==> config.mk <==
export PLATFORM = sky130hd
export DESIGN_NAME = touch_packet_calibration_sampler_flat
export DESIGN_NICKNAME = d
export VERILOG_FILES = /design/src/rtl/tpcs_pkg.sv /design/src/rtl/tpcs_if.sv /design/src/rtl/tpcs_framer.sv /design/src/rtl/tpcs_sampler.sv /design/src/rtl/touch_packet_calibration_sampler.sv /design/src/flat_wrapper.sv
export SDC_FILE = /design/constraint.sdc
export NUM_CORES = 1
export LEC_CHECK = 0
export BUFFER_PORTS_ARGS = -buffer_cell sky130_fd_sc_hd__buf_4
export CAP_MARGIN = 15
export CORE_MARGIN = 2
export CORE_UTILIZATION = 55
export DETAILED_ROUTE_END_ITERATION = 6
export PLACE_DENSITY = 0.8
export SETUP_SLACK_MARGIN = 0.15
export SLEW_MARGIN = 10
export SYNTH_ARGS = -nofsm -noshare
export SYNTH_HDL_FRONTEND = slang
export SYNTH_SLANG_ARGS = --single-unit
==> constraint.sdc <==
create_clock -name clock -period 5.6 [get_ports clock]
set_input_delay 1.12 -clock clock [delete_from_list [all_inputs] [get_ports clock]]
set_output_delay 1.12 -clock clock [all_outputs]
set_load 0.05 [all_outputs]
==> src/rtl/tpcs_pkg.sv <==
package tpcs_pkg;

   localparam int BYTE_W   = 8;
   localparam int PAY_W    = 7;
   localparam int COORD_W  = 14;
   localparam int COUNT_W  = 7;
   localparam int CSR_IDX_W = 1;
   localparam int CSR_DATA_W = 7;

   localparam logic [COUNT_W-1:0] SAMPLE_LIMIT_RESET = 7'd60;
   localparam logic [COUNT_W-1:0] SAMPLE_CAP         = 7'd100;
   localparam logic [COUNT_W-1:0] COUNT_MAX          = 7'd127;

   // Frame positions
   localparam logic [2:0] POS_IDLE = 3'd0;
   localparam logic [2:0] POS_HDR  = 3'd1;
   localparam logic [2:0] POS_LAST = 3'd4;

   // Header bits
   localparam int HDR_SYNC_BIT  = 7;
   localparam int HDR_BTN_BIT   = 6;
   localparam int HDR_ORDER_BIT = 4;

   // Register indexes
   localparam logic [CSR_IDX_W-1:0] CSR_SAMPLE_LIMIT = 1'd0;
   localparam logic [CSR_IDX_W-1:0] CSR_CAL_ENABLE   = 1'd1;

   typedef enum logic [1:0] {
      KIND_NONE = 2'd0,
      KIND_RESP = 2'd1,
      KIND_PKT  = 2'd2
   } kind_type;

   typedef struct packed {
      kind_type               kind;
      logic [BYTE_W-1:0]      resp;
      logic [COORD_W-1:0]     tx;
      logic [COORD_W-1:0]     ty;
      logic                   btn;
   } frame_evt_type;

   typedef struct packed {
      logic [COORD_W-1:0]     avg_x;
      logic [COORD_W-1:0]     avg_y;
      logic [COUNT_W-1:0]     count;
      logic                   done;
      logic                   pen_up;
   } samp_state_type;

   typedef struct packed {
      frame_evt_type          evt;
      samp_state_type         samp;
   } rsp_word_type;

endpackage

==> src/rtl/tpcs_if.sv <==
interface tpcs_req_if import tpcs_pkg::*; ();
   logic                valid;
   logic                ready;
   logic                mode;
   logic [BYTE_W-1:0]   data_byte;

   modport source (output valid, output mode, output data_byte, input ready);
   modport sink   (input valid, input mode, input data_byte, output ready);
endinterface

interface tpcs_rsp_if import tpcs_pkg::*; ();
   logic                valid;
   logic                ready;
   logic [1:0]          kind;
   logic [BYTE_W-1:0]   response_byte;
   logic [COORD_W-1:0]  touch_x;
   logic [COORD_W-1:0]  touch_y;
   logic                button_down;
   logic [COORD_W-1:0]  average_x;
   logic [COORD_W-1:0]  average_y;
   logic [COUNT_W-1:0]  samples_seen;
   logic                point_done;
   logic                pen_lifted;

   modport source (output valid, output kind, output response_byte, output touch_x,
                   output touch_y, output button_down, output average_x,
                   output average_y, output samples_seen, output point_done,
                   output pen_lifted, input ready);
   modport sink   (input valid, input kind, input response_byte, input touch_x,
                   input touch_y, input button_down, input average_x,
                   input average_y, input samples_seen, input point_done,
                   input pen_lifted, output ready);
endinterface

interface tpcs_csr_if import tpcs_pkg::*; ();
   logic                   valid;
   logic                   ready;
   logic [CSR_IDX_W-1:0]   index;
   logic [CSR_DATA_W-1:0]  data;

   modport source (output valid, output index, output data, input ready);
   modport sink   (input valid, input index, input data, output ready);
endinterface

==> src/rtl/tpcs_framer.sv <==
module tpcs_framer import tpcs_pkg::*; (
   input  logic                clock,
   input  logic                reset,
   input  logic                fire,
   input  logic                mode,
   input  logic [BYTE_W-1:0]   data_byte,
   output frame_evt_type       evt
);

   logic [2:0]          pos_ff, pos_in, pos_eff;
   logic [BYTE_W-1:0]   header_ff, header_in;
   logic [PAY_W-1:0]    pay_ff [3];
   logic [PAY_W-1:0]    pay_in [3];
   logic [PAY_W-1:0]    p4;

   always_comb begin
      pos_eff   = (pos_ff > POS_LAST) ? POS_IDLE : pos_ff;
      pos_in    = pos_ff;
      header_in = header_ff;
      pay_in    = pay_ff;
      p4        = data_byte[PAY_W-1:0];
      evt       = '0;
      if (!mode) begin
         priority if (data_byte[HDR_SYNC_BIT]) begin
            // sync bit restarts the frame anywhere
            header_in = data_byte;
            pos_in    = POS_HDR;
         end else if (pos_eff == POS_IDLE) begin
            pos_in = POS_IDLE;
            if (data_byte != '0) begin
               evt.kind = KIND_RESP;
               evt.resp = data_byte;
            end
         end else if (pos_eff < POS_LAST) begin
            pay_in[2'(pos_eff - 3'd1)] = data_byte[PAY_W-1:0];
            pos_in = pos_eff + 3'd1;
         end else begin
            pos_in   = POS_IDLE;
            evt.kind = KIND_PKT;
            evt.btn  = header_ff[HDR_BTN_BIT];
            if (header_ff[HDR_ORDER_BIT]) begin
               evt.tx = {pay_ff[1], pay_ff[0]};
               evt.ty = {p4, pay_ff[2]};
            end else begin
               evt.tx = {pay_ff[0], pay_ff[1]};
               evt.ty = {pay_ff[2], p4};
            end
         end
      end
   end

   always_ff @(posedge clock) begin
      if (reset) begin
         pos_ff    <= POS_IDLE;
         header_ff <= '0;
      end else if (fire) begin
         pos_ff    <= pos_in;
         header_ff <= header_in;
      end
   end

   always_ff @(posedge clock) begin
      if (fire) begin
         pay_ff <= pay_in;
      end
   end

endmodule

==> src/rtl/tpcs_sampler.sv <==
module tpcs_sampler import tpcs_pkg::*; (
   input  logic                clock,
   input  logic                reset,
   input  logic                fire,
   input  logic                start,
   input  logic                packet,
   input  logic [COORD_W-1:0]  tx,
   input  logic [COORD_W-1:0]  ty,
   input  logic                btn,
   input  logic [COUNT_W-1:0]  limit,
   output samp_state_type      nxt
);

   samp_state_type      st_ff, st_in;
   logic [COUNT_W-1:0]  win_lo;
   logic [COUNT_W+1:0]  lim3;
   logic [COUNT_W-1:0]  win_hi;
   logic                in_window;
   logic [COORD_W:0]    sum_x, sum_y;

   always_comb begin
      win_lo    = limit >> 2;
      lim3      = (COUNT_W+2)'(limit) + {1'b0, limit, 1'b0};
      win_hi    = lim3[COUNT_W+1:2];
      in_window = (st_ff.count > win_lo) && (st_ff.count <= win_hi);
      sum_x     = (COORD_W+1)'(st_ff.avg_x) + (COORD_W+1)'(tx);
      sum_y     = (COORD_W+1)'(st_ff.avg_y) + (COORD_W+1)'(ty);
      st_in     = st_ff;
      if (start) begin
         st_in.avg_x  = '0;
         st_in.avg_y  = '0;
         st_in.done   = 1'b0;
         st_in.pen_up = 1'b0;
      end else if (packet) begin
         priority if (st_ff.count <= limit && btn) begin
            if (in_window) begin
               st_in.avg_x = sum_x[COORD_W:1];
               st_in.avg_y = sum_y[COORD_W:1];
            end
            if (st_ff.count != COUNT_MAX) begin
               st_in.count = st_ff.count + 7'd1;
            end
         end else if (st_ff.count < limit && !btn) begin
            // error touch: restart the window
            st_in.count = '0;
            st_in.avg_x = '0;
            st_in.avg_y = '0;
         end else if (st_ff.count > limit) begin
            st_in.done  = 1'b1;
            st_in.count = (st_ff.count >= SAMPLE_CAP) ? SAMPLE_CAP : st_ff.count + 7'd1;
            if (!btn) begin
               st_in.count  = '0;
               st_in.pen_up = 1'b1;
            end
         end else begin
            st_in = st_ff;
         end
      end
      nxt = st_in;
   end

   always_ff @(posedge clock) begin
      if (reset) begin
         st_ff <= '0;
      end else if (fire) begin
         st_ff <= st_in;
      end
   end

endmodule

==> src/rtl/touch_packet_calibration_sampler.sv <==
// An accepted request waits in the input register; its result is held in the result register, which
// drives the response port. Throughput: one request per cycle while the response side is not stalled;
// the input register and the result register move together.
// Reset (synchronous, active high): framing and sampler state clear, sample limit
// returns to 60, calibration off, both pipeline registers empty.
module touch_packet_calibration_sampler import tpcs_pkg::*; (
   input  logic           clock,
   input  logic           reset,
   tpcs_req_if.sink       req_chan,
   tpcs_rsp_if.source     rsp_chan,
   tpcs_csr_if.sink       csr_chan
);

   // Configuration registers
   logic [COUNT_W-1:0]  limit_ff;
   logic                enable_ff;

   // Input register
   logic                in_valid_ff, in_valid_in;
   logic                in_mode_ff;
   logic [BYTE_W-1:0]   in_byte_ff;

   // Result register
   logic                out_valid_ff, out_valid_in;
   rsp_word_type        rsp_ff;

   logic                advance;
   logic                fire;
   logic                req_take;
   frame_evt_type       evt;
   samp_state_type      samp_next;

   // Advance the pipeline whenever the result slot is free or being drained.
   assign advance  = !out_valid_ff || rsp_chan.ready;
   assign fire     = in_valid_ff && advance;
   assign req_chan.ready = !in_valid_ff || advance;
   assign req_take = req_chan.valid && req_chan.ready;

   // Configuration writes land immediately; the port never stalls.
   assign csr_chan.ready = 1'b1;

   always_ff @(posedge clock) begin
      if (reset) begin
         limit_ff  <= SAMPLE_LIMIT_RESET;
         enable_ff <= 1'b0;
      end else if (csr_chan.valid) begin
         unique case (csr_chan.index)
            CSR_SAMPLE_LIMIT: limit_ff  <= csr_chan.data;
            CSR_CAL_ENABLE:   enable_ff <= csr_chan.data[0];
         endcase
      end
   end

   // Hold a request in the input register until the result slot can take it.
   always_comb begin
      in_valid_in = in_valid_ff;
      if (req_take) begin
         in_valid_in = 1'b1;
      end else if (advance) begin
         in_valid_in = 1'b0;
      end
      out_valid_in = advance ? in_valid_ff : out_valid_ff;
   end

   always_ff @(posedge clock) begin
      if (reset) begin
         in_valid_ff  <= 1'b0;
         out_valid_ff <= 1'b0;
      end else begin
         in_valid_ff  <= in_valid_in;
         out_valid_ff <= out_valid_in;
      end
   end

   always_ff @(posedge clock) begin
      if (req_take) begin
         in_mode_ff <= req_chan.mode;
         in_byte_ff <= req_chan.data_byte;
      end
      if (fire) begin
         rsp_ff.evt  <= evt;
         rsp_ff.samp <= samp_next;
      end
   end

   tpcs_framer u_framer (
      .clock     (clock),
      .reset     (reset),
      .fire      (fire),
      .mode      (in_mode_ff),
      .data_byte (in_byte_ff),
      .evt       (evt)
   );

   // The sampler updates on a finished packet with calibration on; a start request clears its averages and flags.
   tpcs_sampler u_sampler (
      .clock  (clock),
      .reset  (reset),
      .fire   (fire),
      .start  (in_mode_ff),
      .packet ((evt.kind == KIND_PKT) && enable_ff),
      .tx     (evt.tx),
      .ty     (evt.ty),
      .btn    (evt.btn),
      .limit  (limit_ff),
      .nxt    (samp_next)
   );

   assign rsp_chan.valid         = out_valid_ff;
   assign rsp_chan.kind          = rsp_ff.evt.kind;
   assign rsp_chan.response_byte = rsp_ff.evt.resp;
   assign rsp_chan.touch_x       = rsp_ff.evt.tx;
   assign rsp_chan.touch_y       = rsp_ff.evt.ty;
   assign rsp_chan.button_down   = rsp_ff.evt.btn;
   assign rsp_chan.average_x     = rsp_ff.samp.avg_x;
   assign rsp_chan.average_y     = rsp_ff.samp.avg_y;
   assign rsp_chan.samples_seen  = rsp_ff.samp.count;
   assign rsp_chan.point_done    = rsp_ff.samp.done;
   assign rsp_chan.pen_lifted    = rsp_ff.samp.pen_up;

`ifndef SYNTHESIS
   // A pending request in the input register is never dropped while stalled.
   assert property (@(posedge clock) disable iff (reset)
      in_valid_ff && !advance |=> in_valid_ff)
      else $error("input request lost during stall");

   // Pen-up is only reached from the done state.
   assert property (@(posedge clock) disable iff (reset)
      rsp_chan.valid && rsp_chan.pen_lifted |-> rsp_chan.point_done)
      else $error("pen lifted without point done");

   // A response byte is never zero.
   assert property (@(posedge clock) disable iff (reset)
      rsp_chan.valid && rsp_chan.kind == KIND_RESP |-> rsp_chan.response_byte != '0)
      else $error("zero response byte emitted");

   // Coordinates only accompany a completed packet.
   assert property (@(posedge clock) disable iff (reset)
      rsp_chan.valid && rsp_chan.kind != KIND_PKT |->
         rsp_chan.touch_x == '0 && rsp_chan.touch_y == '0 && !rsp_chan.button_down)
      else $error("position fields set outside a packet");

   // The sample count saturates at its cap once a point is done.
   assert property (@(posedge clock) disable iff (reset)
      rsp_chan.valid && rsp_chan.point_done && !rsp_chan.pen_lifted &&
      rsp_chan.samples_seen > limit_ff |-> rsp_chan.samples_seen <= SAMPLE_CAP)
      else $error("sample count above cap");
`endif

endmodule

==> src/flat_wrapper.sv <==
// flat-port wrapper written by rule: the top's interface ports become plain ports
module touch_packet_calibration_sampler_flat import tpcs_pkg::*;
  (clock, reset, req_chan_valid, req_chan_mode, req_chan_data_byte, req_chan_ready, rsp_chan_valid, rsp_chan_kind, rsp_chan_response_byte, rsp_chan_touch_x, rsp_chan_touch_y, rsp_chan_button_down, rsp_chan_average_x, rsp_chan_average_y, rsp_chan_samples_seen, rsp_chan_point_done, rsp_chan_pen_lifted, rsp_chan_ready, csr_chan_valid, csr_chan_index, csr_chan_data, csr_chan_ready);
  tpcs_req_if req_chan_i ();
  tpcs_rsp_if rsp_chan_i ();
  tpcs_csr_if csr_chan_i ();
  input  logic clock;
  input  logic reset;
  input wire logic [$bits(req_chan_i.valid)-1:0] req_chan_valid;
  input wire logic [$bits(req_chan_i.mode)-1:0] req_chan_mode;
  input wire logic [$bits(req_chan_i.data_byte)-1:0] req_chan_data_byte;
  output wire logic [$bits(req_chan_i.ready)-1:0] req_chan_ready;
  output wire logic [$bits(rsp_chan_i.valid)-1:0] rsp_chan_valid;
  output wire logic [$bits(rsp_chan_i.kind)-1:0] rsp_chan_kind;
  output wire logic [$bits(rsp_chan_i.response_byte)-1:0] rsp_chan_response_byte;
  output wire logic [$bits(rsp_chan_i.touch_x)-1:0] rsp_chan_touch_x;
  output wire logic [$bits(rsp_chan_i.touch_y)-1:0] rsp_chan_touch_y;
  output wire logic [$bits(rsp_chan_i.button_down)-1:0] rsp_chan_button_down;
  output wire logic [$bits(rsp_chan_i.average_x)-1:0] rsp_chan_average_x;
  output wire logic [$bits(rsp_chan_i.average_y)-1:0] rsp_chan_average_y;
  output wire logic [$bits(rsp_chan_i.samples_seen)-1:0] rsp_chan_samples_seen;
  output wire logic [$bits(rsp_chan_i.point_done)-1:0] rsp_chan_point_done;
  output wire logic [$bits(rsp_chan_i.pen_lifted)-1:0] rsp_chan_pen_lifted;
  input wire logic [$bits(rsp_chan_i.ready)-1:0] rsp_chan_ready;
  input wire logic [$bits(csr_chan_i.valid)-1:0] csr_chan_valid;
  input wire logic [$bits(csr_chan_i.index)-1:0] csr_chan_index;
  input wire logic [$bits(csr_chan_i.data)-1:0] csr_chan_data;
  output wire logic [$bits(csr_chan_i.ready)-1:0] csr_chan_ready;
  assign req_chan_i.valid = req_chan_valid;
  assign req_chan_i.mode = req_chan_mode;
  assign req_chan_i.data_byte = req_chan_data_byte;
  assign req_chan_ready = req_chan_i.ready;
  assign rsp_chan_valid = rsp_chan_i.valid;
  assign rsp_chan_kind = rsp_chan_i.kind;
  assign rsp_chan_response_byte = rsp_chan_i.response_byte;
  assign rsp_chan_touch_x = rsp_chan_i.touch_x;
  assign rsp_chan_touch_y = rsp_chan_i.touch_y;
  assign rsp_chan_button_down = rsp_chan_i.button_down;
  assign rsp_chan_average_x = rsp_chan_i.average_x;
  assign rsp_chan_average_y = rsp_chan_i.average_y;
  assign rsp_chan_samples_seen = rsp_chan_i.samples_seen;
  assign rsp_chan_point_done = rsp_chan_i.point_done;
  assign rsp_chan_pen_lifted = rsp_chan_i.pen_lifted;
  assign rsp_chan_i.ready = rsp_chan_ready;
  assign csr_chan_i.valid = csr_chan_valid;
  assign csr_chan_i.index = csr_chan_index;
  assign csr_chan_i.data = csr_chan_data;
  assign csr_chan_ready = csr_chan_i.ready;
  touch_packet_calibration_sampler u_core (.clock(clock), .reset(reset), .req_chan(req_chan_i), .rsp_chan(rsp_chan_i), .csr_chan(csr_chan_i));
endmodule
==> results_dict.tcl <==
set metrics [dict create \
    status "completed" \
    cts_buffers 17 \
    io_pins 101 \
    dieArea_um2 16300 \
    avgSynthCellArea_um2 10.8 \
    fin_crit_sh 0.816 \
    synthXorXnorAreaFrac 0.0292 \
    grt_max_degree 45 \
    drcViolationCount 0 \
    crit_type "reg -> reg" \
    slowest_stage "o32ai_2" \
    yosys.area_share.simple 0.150 \
    period_minus_slack_ns 4.57 \
    crit_family "simple AND/OR/NAND/NOR gates" \
    total_power_mw 2.63 \
    cp_common_cell "nor2_1" \
    cts_sinks 157 \
    wl_um 19200 \
    crit_path_end_kind "flip-flop" \
    worst_pin_slew_ns 1.19 \
    grt_usage 0.241 \
    synth_fa_ha_area_frac 0.0935 \
    yosys_warnings 0 \
    relSlewSlack 0.206 \
    final_cell_mix "105 x buf_4, 105 x edfxtp_1, 94 x nor2_1" \
    htreeDepth 4 \
    vias_per_cell 5.98 \
    overflow 0 \
    crit_path_max_fanout 16 \
    area_delta_synth_final_pct 17.2 \
    num-nets-final 952 \
    timing.fmax_ghz 0.219 \
    cts.clk_slew.worst_paths_ns 0.07 \
    maxSlewViolCount 0 \
    ys_ff_latch 157 \
    vias 6400 \
    synth_compound_area_frac 0.158 \
    synth_cell_types 73 \
    setup_tns_ns 0 \
    gp_routability_congestion 0.923 \
    dr.pass1.iters 6 \
    grt_pass1_wl_um 30400 \
    hold_viol 0 \
    p_per_area_nw_per_um2 267 \
    ctsResizeCount 0 \
    synth_cells 778 \
    crit_arrival_ns 4.75 \
    leakage_nw 3.94 \
    synth.area.mux_share 0.0398 \
    postCtsHoldBufs 0 \
    cp.required_ns 5.78 \
    drt-initial-drc-count 541 \
    ys.flop_type "edfxtp_1" \
    reg2reg_slack_ns 1.03 \
    fin_skew_ns 0.0119 \
    clockRootBuffer "clkbuf_16" \
    clockBufferDepth 2 \
    setup_violations 0 \
    io_buffers 98 \
    synthesis.nets 861 \
    rows 45 \
    layout-drive-gt1-share 0.179 \
    ys_async_sr_fraction 0 \
    synth_edf_count 105 \
    syn-cell-area_um2 8400 \
    core_um2 15000 \
    peakVddDrop_v 0.000208 \
    die_h_um 128 \
    path_buf_inv 0 \
    dp_hpwl_um 13900 \
    ys_seq_area_frac 0.499 \
    post-cts-setup-buffers 0 \
    synth_top_family_by_area "compound AO/OA/AOI/OAI gates" \
    grt_pass1_vias 5967 \
    finish.utilization 0.655 \
    rsz0062_at_grt "no" \
    antenna_found_initial 0 \
    crit_path_max_incr_delay_ns 0.67 \
    ant_nets 0 \
    start_util 0.559 \
    cts_tree "yes" \
    path_cells "and2_1, fa_1, a21o_1, a21oi_1, nor2b_1, nor2_1, nor2_1, nor2_1, xnor2_1, ha_1, o21ai_0, a21oi_1, o21ai_0, o32ai_2, nor2_1, and3_1, or3_1" \
    clk_latency_ns 0.44 \
    critPathLaunchType "flip-flop" \
    die_w_um 128 \
    antennaDiodeCount 0 \
    max_cap_viol_count 0 \
    hp-class "reg -> reg" \
    post_drt_wl_per_cell_um 18.0 \
]
sequential cells by signal (all words and copies together), names as in the netlist, 2 cells and up:
name / cells
u_core.rsp_chan.average_y: 14
u_core.u_framer.header_ff: 2
u_core.u_framer.pos_ff: 3
u_core.rsp_chan.response_byte: 7
u_core.rsp_chan.touch_y: 14
u_core.in_byte_ff: 8
u_core.u_sampler.st_ff: 37
u_core.limit_ff: 7
u_core.u_framer.pay_ff: 21
u_core.rsp_chan.kind: 2
u_core.rsp_chan.samples_seen: 7
u_core.rsp_chan.touch_x: 14
u_core.rsp_chan.average_x: 14
metal layers:
layer  part of all wire  up-vias  GRT usage
li1                   -     3080          -
met1               0.44     3023      0.332
met2               0.46      264      0.375
met3              0.075       33     0.0544
met4              0.021        0     0.0931
met5                  0        -          0
metrics by stage:
| step | cells | setup slack (ns) | cell area [µm²] | hold slack, ns |
|---|---|---|---|---|
| 2_1_floorplan | 778 | 1.11 | 8400 | 0.445 |
| 3_5_place_dp | 1037 | 1.17 | 9280 | 0.475 |
| 6_report | 1070 | 1.03 | 9850 | 0.484 |
| 5_1_grt | 1070 | 0.749 | 9850 | 0.496 |
| 4_1_cts | 1069 | 1.10 | 9840 | 0.484 |
| 3_3_place_gp | 1037 | 1.29 | 9280 | 0.468 |
power by group:
| group | internal [mW] | switching (mW) | total, mW |
|---|---|---|---|
| Sequential | 1.27 | 0.0208 | 1.29 |
| Combinational | 0.0777 | 0.170 | 0.247 |
| Clock | 0.603 | 0.489 | 1.09 |
area by class of cell:
class	instances	area (µm²)
timing repair buffer	106	793
clock buffer	19	454
inverter	24	91.3
multi-input combinational	563	3970
tap	188	235
clock inverter	13	105
fill	1179	5190
sequential	157	4190
path summary, 6_finish.rpt:
path                            cells after the start                             to                        from
worst min register to register                      1     u_core.u_sampler.st_ff[16]  u_core.u_sampler.st_ff[16]
worst max register to register                     17  u_core.rsp_chan.average_y[12]          u_core.limit_ff[1]
worst max-delay path                               17  u_core.rsp_chan.average_y[12]          u_core.limit_ff[1]
worst min-delay path                                1     u_core.u_sampler.st_ff[16]  u_core.u_sampler.st_ff[16]
cells in the mapped netlist, types with 12 or more instances:
cell / count / area, µm²
nor3_1: 17 / 85.1
clkbuf_1: 17 / 63.8
ha_1: 58 / 726
nor2_1: 94 / 353
nand2_1: 43 / 161
mux2i_1: 30 / 300
a21o_1: 13 / 97.6
o2bb2ai_1: 19 / 166
and3_1: 17 / 106
inv_1: 22 / 82.6
dfxtp_1: 52 / 1040
and2_1: 12 / 75.1
o21a_1: 12 / 90.1
o21ai_0: 23 / 115
nand3_1: 21 / 105
xnor2_1: 18 / 158
edfxtp_1: 105 / 3150
a21oi_1: 41 / 205
cells by family after synthesis:
logic type / after synthesis
and+or+nand+nor: 255
other: 2
AOI/OAI and AO/OA: 184
xor gates and xnor gates: 28
buffers and inverters: 58
muxes: 33
adders and majority gates: 61
DFF: 157
Power figures use the tool's default switching activity.
